`src/rtl/core/mpsa_pkg.sv`:
```
package mpsa_pkg;

    // Pool and slot geometry.
    localparam int MAX_SLOTS     = 1024;
    localparam int POOL_COUNT    = 4;
    localparam int NUM_CFG_POOLS = 4;

    // Field widths of the transactions and registers.
    localparam int OP_W     = 1;
    localparam int POOL_W   = 2;
    localparam int SLOT_W   = 11;
    localparam int SIZE_W   = 13;
    localparam int OFF_W    = 22;
    localparam int STATUS_W = 2;
    localparam int CFG_IDX_W  = 3;
    localparam int CFG_DATA_W = 13;

    // Free map layout: rows of 32 slots, one 32-bit slice per pool in each row.
    localparam int ROW_W   = 32;
    localparam int COL_W   = 5;
    localparam int ROWS    = (MAX_SLOTS + ROW_W - 1) / ROW_W;
    localparam int ROW_AW  = (ROWS > 1) ? $clog2(ROWS) : 1;
    localparam int SLOT0_W = ROW_AW + COL_W;
    localparam int MEM_W   = POOL_COUNT * ROW_W;
    localparam int PROD_W  = SLOT0_W + SIZE_W;

    // Limits and reset values.
    localparam logic [SLOT_W-1:0] COUNT_LIMIT = SLOT_W'(MAX_SLOTS);
    localparam logic [SIZE_W-1:0] SIZE_LIMIT  = SIZE_W'(4096);
    localparam logic [SLOT_W-1:0] COUNT_RESET = SLOT_W'(1024);
    localparam logic [SIZE_W-1:0] SIZE_RESET  = SIZE_W'(256);
    localparam logic [OFF_W-1:0]  OFF_MAX     = '1;
    localparam logic [POOL_W-1:0] POOL_LAST   = POOL_W'(POOL_COUNT - 1);

    // Request kinds.
    localparam logic [OP_W-1:0] OP_ALLOC   = 1'b0;
    localparam logic [OP_W-1:0] OP_RELEASE = 1'b1;

    // Result status codes.
    typedef enum logic [STATUS_W-1:0] {
        ST_OK    = 2'd0,
        ST_EMPTY = 2'd1,
        ST_BAD   = 2'd2
    } status_t;

    // Configuration register indexes.
    localparam logic [CFG_IDX_W-1:0] CFG_OBJECT_COUNT   = 3'd0;
    localparam logic [CFG_IDX_W-1:0] CFG_MATERIAL_COUNT = 3'd1;
    localparam logic [CFG_IDX_W-1:0] CFG_PBR_COUNT      = 3'd2;
    localparam logic [CFG_IDX_W-1:0] CFG_SKINNED_COUNT  = 3'd3;
    localparam logic [CFG_IDX_W-1:0] CFG_OBJECT_SIZE    = 3'd4;
    localparam logic [CFG_IDX_W-1:0] CFG_MATERIAL_SIZE  = 3'd5;
    localparam logic [CFG_IDX_W-1:0] CFG_PBR_SIZE       = 3'd6;
    localparam logic [CFG_IDX_W-1:0] CFG_SKINNED_SIZE   = 3'd7;

    // Commands from the controller to the datapath.
    typedef struct packed {
        logic capture;
        logic look;
        logic read;
        logic decide;
        logic emit;
    } dp_cmd_t;

    // Status from the datapath to the controller.
    typedef struct packed {
        logic out_free;
    } dp_stat_t;

    // Lowest set bit of a row slice.
    function automatic logic [COL_W-1:0] lowest_col(input logic [ROW_W-1:0] v);
        logic [COL_W-1:0] r;
        r = '0;
        for (int i = ROW_W - 1; i >= 0; i--) begin
            if (v[i]) r = COL_W'(i);
        end
        return r;
    endfunction

    // Lowest set bit of a row summary.
    function automatic logic [ROW_AW-1:0] lowest_row(input logic [ROWS-1:0] v);
        logic [ROW_AW-1:0] r;
        r = '0;
        for (int i = ROWS - 1; i >= 0; i--) begin
            if (v[i]) r = ROW_AW'(i);
        end
        return r;
    endfunction

endpackage

```
`src/rtl/core/mpsa_ctrl.sv`:
```
module mpsa_ctrl
    import mpsa_pkg::*;
(
    input  logic     aclk,
    input  logic     aresetn,
    input  logic     s_tvalid,
    output logic     s_tready,
    input  dp_stat_t stat,
    output dp_cmd_t  cmd
);

    typedef enum logic [4:0] {
        S_IDLE   = 5'b00001,
        S_LOOK   = 5'b00010,
        S_READ   = 5'b00100,
        S_DECIDE = 5'b01000,
        S_EMIT   = 5'b10000
    } state_t;

    state_t state_reg;
    state_t state_next;

    // Next state and commands for the current step; no request is taken during reset.
    always_comb begin
        state_next  = state_reg;
        cmd         = '0;
        s_tready    = 1'b0;
        case (state_reg)
            S_IDLE: begin
                s_tready = aresetn;
                if (s_tvalid && aresetn) begin
                    cmd.capture = 1'b1;
                    state_next  = S_LOOK;
                end
            end
            S_LOOK: begin
                cmd.look   = 1'b1;
                state_next = S_READ;
            end
            S_READ: begin
                cmd.read   = 1'b1;
                state_next = S_DECIDE;
            end
            S_DECIDE: begin
                cmd.decide = 1'b1;
                state_next = S_EMIT;
            end
            S_EMIT: begin
                if (stat.out_free) begin
                    cmd.emit   = 1'b1;
                    state_next = S_IDLE;
                end
            end
            default: begin
                state_next = S_IDLE;
            end
        endcase
    end

    // State register.
    always_ff @(posedge aclk) begin
        if (!aresetn) begin
            state_reg <= S_IDLE;
        end else begin
            state_reg <= state_next;
        end
    end

endmodule

```
`config.mk`:
```
export PLATFORM = sky130hd
export DESIGN_NAME = mpsa_ctrl
export DESIGN_NICKNAME = d
export VERILOG_FILES = /design/src/rtl/core/mpsa_pkg.sv /design/src/rtl/core/mpsa_ctrl.sv
export SDC_FILE = /design/constraint.sdc
export NUM_CORES = 1
export LEC_CHECK = 0
export BUFFER_PORTS_ARGS = -buffer_cell sky130_fd_sc_hd__buf_2
export CORE_AREA = 3 3 40 42
export CTS_BUF_LIST = sky130_fd_sc_hd__clkbuf_2
export DETAILED_ROUTE_END_ITERATION = 12
export DIE_AREA = 0 0 43 45
export PLACE_DENSITY = 0.52
export SKIP_CTS_REPAIR_TIMING = 1
export SYNTH_ARGS = -nofsm -noshare
export SYNTH_HDL_FRONTEND = slang
export SYNTH_SLANG_ARGS = --single-unit
```
`constraint.sdc`:
```
create_clock -name aclk -period 1.45 [get_ports aclk]
set_input_delay 0.0725 -clock aclk [delete_from_list [all_inputs] [get_ports aclk]]
set_output_delay 0.0725 -clock aclk [all_outputs]
set_load 0.1 [all_outputs]
```
Word level (Yosys, flattened, before mapping):

Cells that the tools add are included.
W data, S select, Z words.

* register bits after elaboration: 5
* latch bits: 0
* memory bits (writable): 0
* bits in read-only memories: 0
* bits of input ports: 4
* output and inout port bits: 6
* word-level logic and storage cells: 21
* memories kept: 0

* add/subtract/negate cells: 0
* multiply operators: 0
* divide/modulo/power cells: 0
* $lt $le $gt $ge: 0
* equal/unequal tests: 7
* shifts and indexed selects: 0
* mux-type cells: 11
* bitwise gates (word level): 0
* reduce and logical (&&, ||, !) cells: 2

Operator list (count)
* $pmux W5 S5: 1
* $mux W5: 2
* $mux W1: 8
* $eq A5 B1 Y1 const B: 1
* $eq A5 B2 Y1 const B: 1
* $eq A5 B3 Y1 const B: 1
* $eq A5 B4 Y1 const B: 1
* $eq A5 B5 Y1 const B: 1
* $ne A2 B2 Y1 const B: 2
* $reduce_and A2 Y1: 1
* $logic_and A1 B1 Y1: 1

Longest topological paths before layout:

Gate-level depths: netlist of the first run.

* depth in word-level cells: 3
* depth in mapped cells: 5

Worst setup path before layout of the first run:

No wires, ideal clock.

* path type: reg2reg
* start: register state_reg[2]
* end: register state_reg[2]
* data arrival time: 4116 ps
* data required time: 1374 ps
* slack: -2743 ps
* cell stages (with the launch flop): 4
* buffers on the path: 0
* period minus slack after synthesis: 4193 ps
* cell sequence: dfxtp_1 > or2_1 > nor4b_1 > and2_1

* word-level cells in the longest chain between the ends: 3

RTL lines
* start, declared: line mpsa_ctrl.sv:20 `state_t state_reg;`
* start signal, assigned: line mpsa_ctrl.sv:65 `state_reg <= state_next;`
* $eq A5 B1 Y1 / $eq A5 B5 Y1 (equally long branches): line mpsa_ctrl.sv:28 `case (state_reg)`
* $ne A2 B2 Y1 (no source line)
* $reduce_and A2 Y1 (no source line)

Parallel ways exist; a longest one is shown, timed or not.
A chain may end at the register's enable or synchronous reset.

==> results of run 1 <==
[cell type report]
class	instances	area, um^2	area share [%]
Tap cell	15	18.8	3.27
Clock buffer	4	20.0	3.49
Sequential cell	5	106	18.5
Multi-Input combinational cell	26	245	42.7
Timing Repair Buffer	15	184	32.0
[through the flow]
| step | hold WS (ns) | worst slack (ns) |
|---|---|---|
| after floorplan | 0.194 | -0.594 |
| after global placement | 0.341 | 0.0974 |
| after detailed placement | 0.340 | 0.111 |
| after CTS | 0.0990 | -0.129 |
| after global routing | 0.115 | -0.114 |
| final | 0.110 | -0.0718 |
[power by group through the flow]
stage,clock network [mW],logic [mW],registers [mW]
after global placement,0,0.368,0.172
after detailed placement,0,0.366,0.173
after floorplan,0,0.252,0.180
after global routing,0.151,0.417,0.176
final,0.131,0.392,0.174
after CTS,0.141,0.368,0.170
[cell usage after synthesis]
cell type / n
sky130_fd_sc_hd__dfxtp_1: 5
sky130_fd_sc_hd__and2_1: 4
sky130_fd_sc_hd__nor2_1: 3
sky130_fd_sc_hd__nand2_1: 2
sky130_fd_sc_hd__nor4_1: 2
sky130_fd_sc_hd__o21ai_0: 2
sky130_fd_sc_hd__a21o_1: 1
sky130_fd_sc_hd__a21o_2: 1
sky130_fd_sc_hd__a21oi_1: 1
sky130_fd_sc_hd__a21oi_2: 1
sky130_fd_sc_hd__and3_2: 1
sky130_fd_sc_hd__buf_4: 1
sky130_fd_sc_hd__buf_6: 1
sky130_fd_sc_hd__nor3b_1: 1
sky130_fd_sc_hd__nor3b_2: 1
sky130_fd_sc_hd__nor3b_4: 1
sky130_fd_sc_hd__nor4b_1: 1
sky130_fd_sc_hd__o211ai_1: 1
sky130_fd_sc_hd__or2_1: 1
sky130_fd_sc_hd__or3_4: 1
sky130_fd_sc_hd__xor2_1: 1
[worst max-delay path by stage]
stage | startpoint | to | cells after the start | slack (ns)
6_report | state_reg[4] | cmd[1] | 3 | -0.07
5_1_grt | state_reg[4] | cmd[1] | 3 | -0.11
4_1_cts | state_reg[3] | cmd[4] | 4 | -0.13
3_5_place_dp | state_reg[1] | state_reg[0] | 4 | 0.11
3_3_place_gp | state_reg[3] | cmd[4] | 4 | 0.1
2_1_floorplan | state_reg[2] | state_reg[2] | 3 | -0.59
[routing by layer]
layer / GRT usage (%) / routed length, um
met1: 9.64 / 307
met2: 13.2 / 399
met3: 5.98 / 51
met4: 3.61 / 0
met5: 0 / 0
[cells by family after synthesis]
group                  after synthesis  share of synthesized area, %
flip-flops                           5                          32.9
buffers and inverters                2                          6.17
AO/OA/AOI/OAI                        7                          15.6
XOR/XNOR                             1                          2.88
AND/OR/NAND/NOR                     18                          42.4
==> report_table.html, run 1 <==
<table>
<tr><th>Metric</th><th>Value</th></tr>
<tr><th colspan="2">Status</th></tr>
<tr><td>Failing checks</td><td>setup timing</td></tr>
<tr><td>Status</td><td>finished, violations left</td></tr>
<tr><th colspan="2">GRT</th></tr>
<tr><td>Total routing usage reported by global routing</td><td>8.74%</td></tr>
<tr><td>Wire length of the first global-routing pass</td><td>1190 um</td></tr>
<tr><td>Antenna violations before repair</td><td>0</td></tr>
<tr><td>Largest net degree at the start of global routing</td><td>9</td></tr>
<tr><td>Total gr overflow</td><td>0</td></tr>
<tr><td>Via count of the first global-routing pass</td><td>289</td></tr>
<tr><th colspan="2">Routing</th></tr>
<tr><td>Remaining DRCs</td><td>0</td></tr>
<tr><td>Antenna-violating nets left</td><td>0</td></tr>
<tr><td>Drt total wl</td><td>759 um</td></tr>
<tr><td>Number of iterations in the first detailed-routing pass</td><td>2</td></tr>
<tr><td>Starting DRC count in detailed routing</td><td>1</td></tr>
<tr><td>Detailed-route via count</td><td>296</td></tr>
<tr><td>Routed vias/inst</td><td>4.55</td></tr>
<tr><td>Routed wire length per instance</td><td>11.7 um</td></tr>
<tr><th colspan="2">Place</th></tr>
<tr><td>Placement-stage cell area</td><td>512 um^2</td></tr>
<tr><td>Detailed-placement wirelength estimate</td><td>552 um</td></tr>
<tr><td>Dpl cells</td><td>59</td></tr>
<tr><td>Final RePlAce weighted congestion</td><td>0.700</td></tr>
<tr><td>Number of buffer cells added on primary ports</td><td>9</td></tr>
<tr><th colspan="2">Clocking</th></tr>
<tr><td>Clock tree from TritonCTS</td><td>yes</td></tr>
<tr><td>TritonCTS Sinks</td><td>5</td></tr>
<tr><td>Num CTS Buffers</td><td>3</td></tr>
<tr><td>Clock latency at the later pin of the worst-skew pair</td><td>0.22 ns</td></tr>
<tr><td>Clock tree root buffer cell</td><td>sky130_fd_sc_hd__clkbuf_2</td></tr>
<tr><td>Clock-pin slew on the worst setup and hold paths</td><td>0.06 ns</td></tr>
<tr><td>Buffer levels on the longest clock path</td><td>2</td></tr>
<tr><td>CTS H-tree lvls</td><td>1</td></tr>
<tr><th colspan="2">Power and ir drop</th></tr>
<tr><td>Design internal power</td><td>0.404 mW</td></tr>
<tr><td>Switching part of the total</td><td>42.1%</td></tr>
<tr><td>Cell leakage power</td><td>0.224 nW</td></tr>
<tr><td>Clock network power share</td><td>18.8%</td></tr>
<tr><td>Register share of total power</td><td>25.0%</td></tr>
<tr><td>Worst vdd ir</td><td>722 uV</td></tr>
<tr><td>Fraction of power consumed by combinational cells</td><td>56.3%</td></tr>
<tr><td>Total Power</td><td>0.698 mW</td></tr>
<tr><td>Switching power</td><td>0.294 mW</td></tr>
<tr><td>Total power density per cell area</td><td>1210 mW/mm^2</td></tr>
<tr><th colspan="2">Timing</th></tr>
<tr><td>Least-Margin Pin Slew</td><td>0.290 ns</td></tr>
<tr><td>Max-slew violations</td><td>0</td></tr>
<tr><td>Final setup TNS</td><td>-0.129 ns</td></tr>
<tr><td>Final setup violation count</td><td>4</td></tr>
<tr><td>Max Clock Freq</td><td>657 MHz</td></tr>
<tr><td>Relative slew slack</td><td>80.6%</td></tr>
<tr><td>Clk_skew</td><td>0.00489 ns</td></tr>
<tr><td>RSZ-0062 raised after global routing</td><td>yes</td></tr>
<tr><td>Final worst-path setup slack</td><td>-0.0718 ns</td></tr>
<tr><td>Post-route clock period utilization</td><td>105%</td></tr>
<tr><td>Hold violation count in the final report</td><td>0</td></tr>
<tr><td>Final period demand of the worst path</td><td>1.52 ns</td></tr>
<tr><th colspan="2">Yosys</th></tr>
<tr><td>Synthesized instance count</td><td>33</td></tr>
<tr><td>Number of nets in the synthesized netlist</td><td>37</td></tr>
<tr><td>Post-synth cell types</td><td>21</td></tr>
<tr><td>Number of synthesis warnings</td><td>0</td></tr>
<tr><td>Count of state elements after synthesis</td><td>5</td></tr>
<tr><td>Combined area of all synthesized cells</td><td>304 um^2</td></tr>
<tr><td>Share of the synthesized area in the top cell type</td><td>32.9%</td></tr>
<tr><td>Sequential cell area fraction in the yosys report</td><td>32.9%</td></tr>
<tr><td>Largest cells by area after synthesis</td><td>sky130_fd_sc_hd__dfxtp_1 (33%), sky130_fd_sc_hd__and2_1 (8.2%), sky130_fd_sc_hd__nor3b_4 (6.2%)</td></tr>
<tr><td>Library cell with the largest summed area after synthesis</td><td>sky130_fd_sc_hd__dfxtp_1</td></tr>
<tr><td>Synth Area per Inst</td><td>9.21 um^2</td></tr>
<tr><th colspan="2">Layout</th></tr>
<tr><td>Max reg flops</td><td>5</td></tr>
<tr><td>Number of antenna cells inserted</td><td>0</td></tr>
<tr><td>Number of cells in the finished layout apart from fillers</td><td>65</td></tr>
<tr><td>Area delta synth-&gt;final</td><td>88.9%</td></tr>
<tr><td>Post-layout instance area</td><td>574 um^2</td></tr>
<tr><td>Layout cell share with drive strength beyond 1</td><td>66.0%</td></tr>
<tr><td>Net count, final</td><td>55</td></tr>
<tr><td>Top library cells by usage in the layout, fill and taps aside</td><td>sky130_fd_sc_hd__buf_12 (6), sky130_fd_sc_hd__buf_4 (5), sky130_fd_sc_hd__clkbuf_2 (4)</td></tr>
<tr><td>Most common library cell in the layout ignoring fill and taps</td><td>sky130_fd_sc_hd__buf_12</td></tr>
<tr><td>Final-layout fill cell count</td><td>129</td></tr>
<tr><td>Final core utilization</td><td>44.7%</td></tr>
<tr><th colspan="2">Floorplan</th></tr>
<tr><td>Horizontal die dimension</td><td>43 um</td></tr>
<tr><td>Floorplan Core Area</td><td>0.00128 mm^2</td></tr>
<tr><td>Number of ports placed on the die boundary</td><td>10</td></tr>
<tr><td>Die Outline Area</td><td>0.00194 mm^2</td></tr>
<tr><td>Starting Density</td><td>23.7%</td></tr>
<tr><td>Std cell rows</td><td>13</td></tr>
<tr><td>Die height</td><td>45 um</td></tr>
<tr><th colspan="2">Critical path</th></tr>
<tr><td>Depth of the most critical reg-to-reg path</td><td>5</td></tr>
<tr><td>Cells traversed along the worst timing path</td><td>or3_4 -&gt; nor3b_4 -&gt; buf_12</td></tr>
<tr><td>Biggest fanout along the worst timing path</td><td>3</td></tr>
<tr><td>Largest delay contributor family on the critical path</td><td>simple AND/OR/NAND/NOR gates</td></tr>
<tr><td>Critical path class</td><td>reg2out</td></tr>
<tr><td>Critical Path Sink Type</td><td>primary output</td></tr>
<tr><td>FF-to-FF setup slack</td><td>0 ns</td></tr>
<tr><td>Worst Path Required</td><td>1.38 ns</td></tr>
<tr><td>End of the worst register-to-register path</td><td>state_reg[0]</td></tr>
<tr><td>CP bufs+invs</td><td>1</td></tr>
<tr><td>Reg2Reg Launch Point</td><td>state_reg[4]</td></tr>
<tr><td>Arrival time at the worst endpoint</td><td>1.45 ns</td></tr>
<tr><td>Worst setup SP type</td><td>flip-flop</td></tr>
<tr><td>Slowest stage cell on the critical path</td><td>sky130_fd_sc_hd__or3_4</td></tr>
<tr><td>Maximum cell stage delay along the critical path</td><td>0.40 ns</td></tr>
<tr><th colspan="2">Hold path</th></tr>
<tr><td>Terminating pin of the worst hold path</td><td>state_reg[1]</td></tr>
<tr><td>HP Class</td><td>in2reg</td></tr>
<tr><td>Critical hold path startpoint</td><td>s_tvalid</td></tr>
<tr><td>Number of cells traversed by the worst hold path</td><td>2</td></tr>
<tr><th colspan="2">Flow run</th></tr>
<tr><td>Number of max-cap violations</td><td>0</td></tr>
</table>
Power figures use the tool's default switching activity.
==> run 2, diff against run 1 <==
==> constraint.sdc (replaced) <==
create_clock -name aclk -period 1.45 [get_ports aclk]
set_input_delay 0 -clock aclk [delete_from_list [all_inputs] [get_ports aclk]]
set_output_delay 0 -clock aclk [all_outputs]
set_load 0.1 [all_outputs]
==> run 2 against run 1 <==
- the flow still finishes with violations (setup timing)
- flip-flop and latch count unchanged
- non-clock buffer count down 2
- wire length is 12% lower
- fmax up 2.5%
- die area stayed put
- largest cell class unchanged
==> report_table.html, run 2 (same netlist as run 1, synthesis figures left out) <==
<table>
<tr><th>Metric</th><th>Value</th></tr>
<tr><th colspan="2">Clocking</th></tr>
<tr><td>Clock latency at the later pin of the worst-skew pair</td><td>0.21 ns</td></tr>
<tr><td>Num CTS Buffers</td><td>3</td></tr>
<tr><td>TritonCTS Sinks</td><td>5</td></tr>
<tr><td>Buffer levels on the longest clock path</td><td>2</td></tr>
<tr><td>Clock-pin slew on the worst setup and hold paths</td><td>0.05 ns</td></tr>
<tr><td>Clock tree root buffer cell</td><td>sky130_fd_sc_hd__clkbuf_2</td></tr>
<tr><td>Clock tree from TritonCTS</td><td>yes</td></tr>
<tr><td>CTS H-tree lvls</td><td>1</td></tr>
<tr><th colspan="2">GRT</th></tr>
<tr><td>Total gr overflow</td><td>0</td></tr>
<tr><td>Via count of the first global-routing pass</td><td>285</td></tr>
<tr><td>Wire length of the first global-routing pass</td><td>1100 um</td></tr>
<tr><td>Antenna violations before repair</td><td>0</td></tr>
<tr><td>Total routing usage reported by global routing</td><td>7.92%</td></tr>
<tr><td>Largest net degree at the start of global routing</td><td>9</td></tr>
<tr><th colspan="2">Floorplan</th></tr>
<tr><td>Die Outline Area</td><td>0.00194 mm^2</td></tr>
<tr><td>Starting Density</td><td>23.7%</td></tr>
<tr><td>Number of ports placed on the die boundary</td><td>10</td></tr>
<tr><td>Floorplan Core Area</td><td>0.00128 mm^2</td></tr>
<tr><td>Die height</td><td>45 um</td></tr>
<tr><td>Std cell rows</td><td>13</td></tr>
<tr><td>Horizontal die dimension</td><td>43 um</td></tr>
<tr><th colspan="2">Routing</th></tr>
<tr><td>Number of iterations in the first detailed-routing pass</td><td>1</td></tr>
<tr><td>Met3 WL</td><td>34 um</td></tr>
<tr><td>Remaining DRCs</td><td>0</td></tr>
<tr><td>Starting DRC count in detailed routing</td><td>0</td></tr>
<tr><td>Highest metal layer with signal wires</td><td>met3</td></tr>
<tr><td>Drt total wl</td><td>666 um</td></tr>
<tr><td>Detailed route wirelength on metal2</td><td>338 um</td></tr>
<tr><td>Routed wire length per instance</td><td>10.6 um</td></tr>
<tr><td>Met1 WL</td><td>292 um</td></tr>
<tr><td>Detailed-route via count</td><td>295</td></tr>
<tr><td>Routed vias/inst</td><td>4.68</td></tr>
<tr><td>Antenna-violating nets left</td><td>0</td></tr>
<tr><th colspan="2">Status</th></tr>
<tr><td>Failing checks</td><td>setup timing</td></tr>
<tr><td>Status</td><td>finished, violations left</td></tr>
<tr><th colspan="2">Critical path</th></tr>
<tr><td>Depth of the most critical reg-to-reg path</td><td>4</td></tr>
<tr><td>Cells traversed along the worst timing path</td><td>or3_4 -&gt; nor3b_4 -&gt; buf_4 -&gt; buf_12</td></tr>
<tr><td>Slowest stage cell on the critical path</td><td>sky130_fd_sc_hd__or3_4</td></tr>
<tr><td>Biggest fanout along the worst timing path</td><td>3</td></tr>
<tr><td>Critical path class</td><td>reg2out</td></tr>
<tr><td>Reg2Reg Launch Point</td><td>state_reg[1]</td></tr>
<tr><td>Maximum cell stage delay along the critical path</td><td>0.42 ns</td></tr>
<tr><td>Worst Setup EP</td><td>cmd[1]</td></tr>
<tr><td>Worst setup SP type</td><td>flip-flop</td></tr>
<tr><td>Worst Path Required</td><td>1.45 ns</td></tr>
<tr><td>Arrival time at the worst endpoint</td><td>1.48 ns</td></tr>
<tr><td>End of the worst register-to-register path</td><td>state_reg[0]</td></tr>
<tr><td>Beginning of the critical path</td><td>state_reg[1]</td></tr>
<tr><td>Critical Path Sink Type</td><td>primary output</td></tr>
<tr><td>FF-to-FF setup slack</td><td>0.17 ns</td></tr>
<tr><th colspan="2">Timing</th></tr>
<tr><td>Least-Margin Pin Slew</td><td>0.284 ns</td></tr>
<tr><td>RSZ-0062 raised after global routing</td><td>yes</td></tr>
<tr><td>Final worst-path setup slack</td><td>-0.0346 ns</td></tr>
<tr><td>Post-route clock period utilization</td><td>102%</td></tr>
<tr><td>Final period demand of the worst path</td><td>1.48 ns</td></tr>
<tr><td>Max Clock Freq</td><td>674 MHz</td></tr>
<tr><td>Max-slew violations</td><td>0</td></tr>
<tr><td>Clk_skew</td><td>0.00160 ns</td></tr>
<tr><td>Final setup violation count</td><td>2</td></tr>
<tr><td>Relative slew slack</td><td>81.0%</td></tr>
<tr><td>Final setup TNS</td><td>-0.0405 ns</td></tr>
<tr><td>Hold violation count in the final report</td><td>0</td></tr>
<tr><td>WHS</td><td>0.0469 ns</td></tr>
<tr><th colspan="2">Layout</th></tr>
<tr><td>Max reg flops</td><td>5</td></tr>
<tr><td>Area delta synth-&gt;final</td><td>82.3%</td></tr>
<tr><td>Most common library cell in the layout ignoring fill and taps</td><td>sky130_fd_sc_hd__buf_12</td></tr>
<tr><td>Number of antenna cells inserted</td><td>0</td></tr>
<tr><td>Net count, final</td><td>53</td></tr>
<tr><td>Final-layout fill cell count</td><td>127</td></tr>
<tr><td>Layout cell share with drive strength beyond 1</td><td>66.7%</td></tr>
<tr><td>Top library cells by usage in the layout, fill and taps aside</td><td>sky130_fd_sc_hd__buf_12 (6), sky130_fd_sc_hd__clkbuf_2 (4), sky130_fd_sc_hd__buf_4 (4), sky130_fd_sc_hd__dfxtp_2 (4)</td></tr>
<tr><td>Post-layout instance area</td><td>554 um^2</td></tr>
<tr><th colspan="2">Place</th></tr>
<tr><td>Number of buffer cells added on primary ports</td><td>9</td></tr>
<tr><td>Placement-stage cell area</td><td>512 um^2</td></tr>
<tr><td>Final RePlAce weighted congestion</td><td>0.781</td></tr>
<tr><td>Detailed-placement wirelength estimate</td><td>546 um</td></tr>
<tr><th colspan="2">Flow run</th></tr>
<tr><td>Number of max-cap violations</td><td>0</td></tr>
<tr><th colspan="2">Power and ir drop</th></tr>
<tr><td>Total Power</td><td>0.674 mW</td></tr>
<tr><td>Cell leakage power</td><td>0.214 nW</td></tr>
<tr><td>Total power density per cell area</td><td>1220 mW/mm^2</td></tr>
<tr><td>Worst vdd ir</td><td>627 uV</td></tr>
<tr><th colspan="2">Hold path</th></tr>
<tr><td>Number of cells traversed by the worst hold path</td><td>2</td></tr>
<tr><td>Critical hold path startpoint</td><td>s_tvalid</td></tr>
<tr><td>HP Class</td><td>in2reg</td></tr>
</table>
[run 2: cell count changes in the layout (fill, tap and decap cells not counted)]
cell and change:
sky130_fd_sc_hd__dfxtp_4 -1, sky130_fd_sc_hd__buf_6 -1, sky130_fd_sc_hd__dfxtp_2 +2, sky130_fd_sc_hd__buf_4 -1
sky130_fd_sc_hd__dfxtp_1 -1
[run 2: worst min-delay path by stage]
stage / to / slack, ns
2_1_floorplan: state_reg[1] / 0.12
5_1_grt: state_reg[3] / 0.04
3_5_place_dp: state_reg[2] / 0.26
3_3_place_gp: state_reg[1] / 0.26
6_report: state_reg[1] / 0.05
4_1_cts: state_reg[2] / 0.03
[run 2: routing by layer]
metal  global-route usage [%]  up-vias
li1                         -      148
met1                     8.72      141
met2                     12.3        6
met3                     5.98        0
met4                     1.81        0
met5                        0        -
[run 2: critical path: cells and delay by family (launching register included)]
family,cells,cell delay [ns]
AND/OR/NAND/NOR,2,0.63
flip-flops,1,0.34
buffers and inverters,2,0.31
[run 2: area by class of cell]
type | count | area, um^2 | share of cell area (%)
multi-input combinational | 26 | 245 | 44.2
timing repair buffer | 13 | 165 | 29.8
sequential | 5 | 105 | 19.0
clock buffer | 4 | 20.0 | 3.61
tap | 15 | 18.8 | 3.39
[run 2: report_power, final]
group | switching (mW) | internal [mW] | leakage (nW)
combinational | 0.211 | 0.161 | 0.155
clock | 0.0501 | 0.0729 | 0.0166
sequential | 0.0207 | 0.158 | 0.0427
[run 2: through the flow]
stage / util [%] / setup slack, ns / instances
after floorplan: - / -0.594 / 33
after global placement: 39.8 / 0.165 / 59
after detailed placement: 39.8 / 0.124 / 59
after CTS: 41.4 / -0.123 / 63
after global routing: 43.1 / -0.105 / 63
final: 43.1 / -0.0346 / 63
==> run 3, diff against run 2 <==
- PLACE_DENSITY: 0.52 -> not set
==> run 3 against run 2 <==
- the flow still finishes with violations (setup timing)
- global-route usage up 0.32 points
- non-clock buffer count up 4
- clock power up 5%
- worst hold slack worse by 0.012 ns
- via count grew 5.4%
- fmax is 0.63% lower
- critical path type unchanged
- critical endpoint unchanged
- largest power group unchanged
==> report_table.html, run 3 (same netlist as run 1, synthesis figures left out) <==
<table>
<tr><th>Metric</th><th>Value</th></tr>
<tr><th colspan="2">Place</th></tr>
<tr><td>Placement-stage cell area</td><td>512 um^2</td></tr>
<tr><td>Final RePlAce weighted congestion</td><td>0.781</td></tr>
<tr><td>Number of buffer cells added on primary ports</td><td>9</td></tr>
<tr><td>Detailed-placement wirelength estimate</td><td>550 um</td></tr>
<tr><th colspan="2">Routing</th></tr>
<tr><td>Detailed-route via count</td><td>311</td></tr>
<tr><td>Routed wire length per instance</td><td>11.8 um</td></tr>
<tr><td>Number of iterations in the first detailed-routing pass</td><td>4</td></tr>
<tr><td>Routed vias/inst</td><td>4.64</td></tr>
<tr><td>Drt total wl</td><td>791 um</td></tr>
<tr><td>Antenna-violating nets left</td><td>0</td></tr>
<tr><td>Remaining DRCs</td><td>0</td></tr>
<tr><td>Starting DRC count in detailed routing</td><td>5</td></tr>
<tr><th colspan="2">Critical path</th></tr>
<tr><td>Worst Path Required</td><td>1.45 ns</td></tr>
<tr><td>End of the worst register-to-register path</td><td>state_reg[0]</td></tr>
<tr><td>Worst setup SP type</td><td>flip-flop</td></tr>
<tr><td>Depth of the most critical reg-to-reg path</td><td>5</td></tr>
<tr><td>Beginning of the critical path</td><td>state_reg[4]</td></tr>
<tr><td>Reg2Reg Launch Point</td><td>state_reg[4]</td></tr>
<tr><td>Biggest fanout along the worst timing path</td><td>4</td></tr>
<tr><td>FF-to-FF setup slack</td><td>0.05 ns</td></tr>
<tr><td>Worst Setup EP</td><td>cmd[1]</td></tr>
<tr><td>Arrival time at the worst endpoint</td><td>1.49 ns</td></tr>
<tr><td>Critical Path Sink Type</td><td>primary output</td></tr>
<tr><td>Critical path class</td><td>reg2out</td></tr>
<tr><th colspan="2">Timing</th></tr>
<tr><td>Relative slew slack</td><td>80.1%</td></tr>
<tr><td>RSZ-0062 raised after global routing</td><td>yes</td></tr>
<tr><td>Max Clock Freq</td><td>669 MHz</td></tr>
<tr><td>Post-route clock period utilization</td><td>103%</td></tr>
<tr><td>Least-Margin Pin Slew</td><td>0.298 ns</td></tr>
<tr><td>Hold violation count in the final report</td><td>0</td></tr>
<tr><td>Final period demand of the worst path</td><td>1.49 ns</td></tr>
<tr><td>Clk_skew</td><td>0.00477 ns</td></tr>
<tr><td>Final worst-path setup slack</td><td>-0.0441 ns</td></tr>
<tr><td>Final setup violation count</td><td>1</td></tr>
<tr><td>Max-slew violations</td><td>0</td></tr>
<tr><th colspan="2">Layout</th></tr>
<tr><td>Post-layout instance area</td><td>588 um^2</td></tr>
<tr><td>Area of combinational cells with multiple inputs</td><td>245 um^2</td></tr>
<tr><td>Area delta synth-&gt;final</td><td>93.4%</td></tr>
<tr><td>Top library cells by usage in the layout, fill and taps aside</td><td>sky130_fd_sc_hd__buf_4 (8), sky130_fd_sc_hd__buf_12 (6), sky130_fd_sc_hd__clkbuf_2 (4)</td></tr>
<tr><td>Net count, final</td><td>57</td></tr>
<tr><td>Layout cell share with drive strength beyond 1</td><td>67.3%</td></tr>
<tr><td>Number of antenna cells inserted</td><td>0</td></tr>
<tr><td>Final core utilization</td><td>45.8%</td></tr>
<tr><td>Final-layout fill cell count</td><td>133</td></tr>
<tr><td>Most common library cell in the layout ignoring fill and taps</td><td>sky130_fd_sc_hd__buf_4</td></tr>
<tr><td>Area taken by flip-flops and latches</td><td>109 um^2</td></tr>
<tr><td>Max reg flops</td><td>5</td></tr>
<tr><th colspan="2">Power and ir drop</th></tr>
<tr><td>Fraction of power consumed by combinational cells</td><td>55.8%</td></tr>
<tr><td>Register share of total power</td><td>25.6%</td></tr>
<tr><td>Worst vdd ir</td><td>549 uV</td></tr>
<tr><td>Switching power</td><td>0.292 mW</td></tr>
<tr><td>Cell leakage power</td><td>0.235 nW</td></tr>
<tr><td>Total power density per cell area</td><td>1180 mW/mm^2</td></tr>
<tr><td>Switching part of the total</td><td>42.2%</td></tr>
<tr><td>Design internal power</td><td>0.400 mW</td></tr>
<tr><td>Clock network power share</td><td>18.6%</td></tr>
<tr><th colspan="2">GRT</th></tr>
<tr><td>Largest net degree at the start of global routing</td><td>9</td></tr>
<tr><td>Wire length of the first global-routing pass</td><td>1140 um</td></tr>
<tr><td>Total routing usage reported by global routing</td><td>8.24%</td></tr>
<tr><td>Via count of the first global-routing pass</td><td>266</td></tr>
<tr><td>Total gr overflow</td><td>0</td></tr>
<tr><td>Antenna violations before repair</td><td>0</td></tr>
<tr><th colspan="2">Floorplan</th></tr>
<tr><td>Die height</td><td>45 um</td></tr>
<tr><td>Number of ports placed on the die boundary</td><td>10</td></tr>
<tr><td>Starting Density</td><td>23.7%</td></tr>
<tr><td>Std cell rows</td><td>13</td></tr>
<tr><td>Die Outline Area</td><td>0.00194 mm^2</td></tr>
<tr><td>Horizontal die dimension</td><td>43 um</td></tr>
<tr><td>Floorplan Core Area</td><td>0.00128 mm^2</td></tr>
<tr><th colspan="2">Status</th></tr>
<tr><td>Failing checks</td><td>setup timing</td></tr>
<tr><td>Status</td><td>finished, violations left</td></tr>
<tr><th colspan="2">Clocking</th></tr>
<tr><td>CTS H-tree lvls</td><td>1</td></tr>
<tr><td>Clock tree root buffer cell</td><td>sky130_fd_sc_hd__clkbuf_2</td></tr>
<tr><td>Clock tree from TritonCTS</td><td>yes</td></tr>
<tr><td>Clock latency at the later pin of the worst-skew pair</td><td>0.22 ns</td></tr>
<tr><td>TritonCTS Sinks</td><td>5</td></tr>
<tr><td>Clock-pin slew on the worst setup and hold paths</td><td>0.05 ns</td></tr>
<tr><td>Buffer levels on the longest clock path</td><td>2</td></tr>
<tr><td>Num CTS Buffers</td><td>3</td></tr>
<tr><th colspan="2">Hold path</th></tr>
<tr><td>HP Class</td><td>in2reg</td></tr>
<tr><td>Critical hold path startpoint</td><td>s_tvalid</td></tr>
<tr><th colspan="2">Flow run</th></tr>
<tr><td>Number of max-cap violations</td><td>0</td></tr>
</table>
[run 3: area by class of cell]
cell class	count	area share, %
clock buffers	4	3.40
flip-flops and latches	5	18.5
repair buffers	17	33.2
multi-input cells	26	41.7
well taps	15	3.19
[run 3: metrics by stage]
stage / setup slack (ns) / hold WS, ns / setup TNS, ns / std cells / total power [mW]
3_5_place_dp: 0.133 / 0.256 / 0 / 59 / 0.530
3_3_place_gp: 0.152 / 0.254 / 0 / 59 / 0.528
5_1_grt: -0.110 / 0.0297 / -0.206 / 67 / 0.738
4_1_cts: -0.127 / 0.0243 / -0.278 / 63 / 0.666
6_report: -0.0441 / 0.0345 / -0.0441 / 67 / 0.693
2_1_floorplan: -0.594 / 0.122 / -1.97 / 33 / 0.432
[run 3: power groups by stage]
stage	combinational (mW)	clock (mW)	sequential, mW
2_1_floorplan	0.252	0	0.180
3_3_place_gp	0.351	0	0.176
3_5_place_dp	0.353	0	0.177
4_1_cts	0.354	0.137	0.174
5_1_grt	0.412	0.147	0.179
6_report	0.387	0.129	0.177
[run 3: worst max-delay path, cell delays in order (launching register included)]
cell                      delay (ns)
sky130_fd_sc_hd__dfxtp_4        0.36
sky130_fd_sc_hd__or3_4          0.40
sky130_fd_sc_hd__nor3b_4        0.22
sky130_fd_sc_hd__buf_4          0.14
sky130_fd_sc_hd__buf_12         0.16
[run 3: per-layer routing]
layer	up-vias	GRT usage, %	part of all wire [%]	routed length (um)
li1	153	-	-	-
met1	148	9.64	44	348
met2	10	11.7	50	396
met3	0	6.77	5.8	46
met4	0	1.81	0	0
met5	-	0	0	0
[run 3: how the worst min path moves through the flow]
stage	cells past startpoint	end
after floorplan	1	state_reg[1]
after global placement	2	state_reg[1]
after detailed placement	2	state_reg[1]
after CTS	2	state_reg[1]
after global routing	2	state_reg[1]
final	2	state_reg[1]
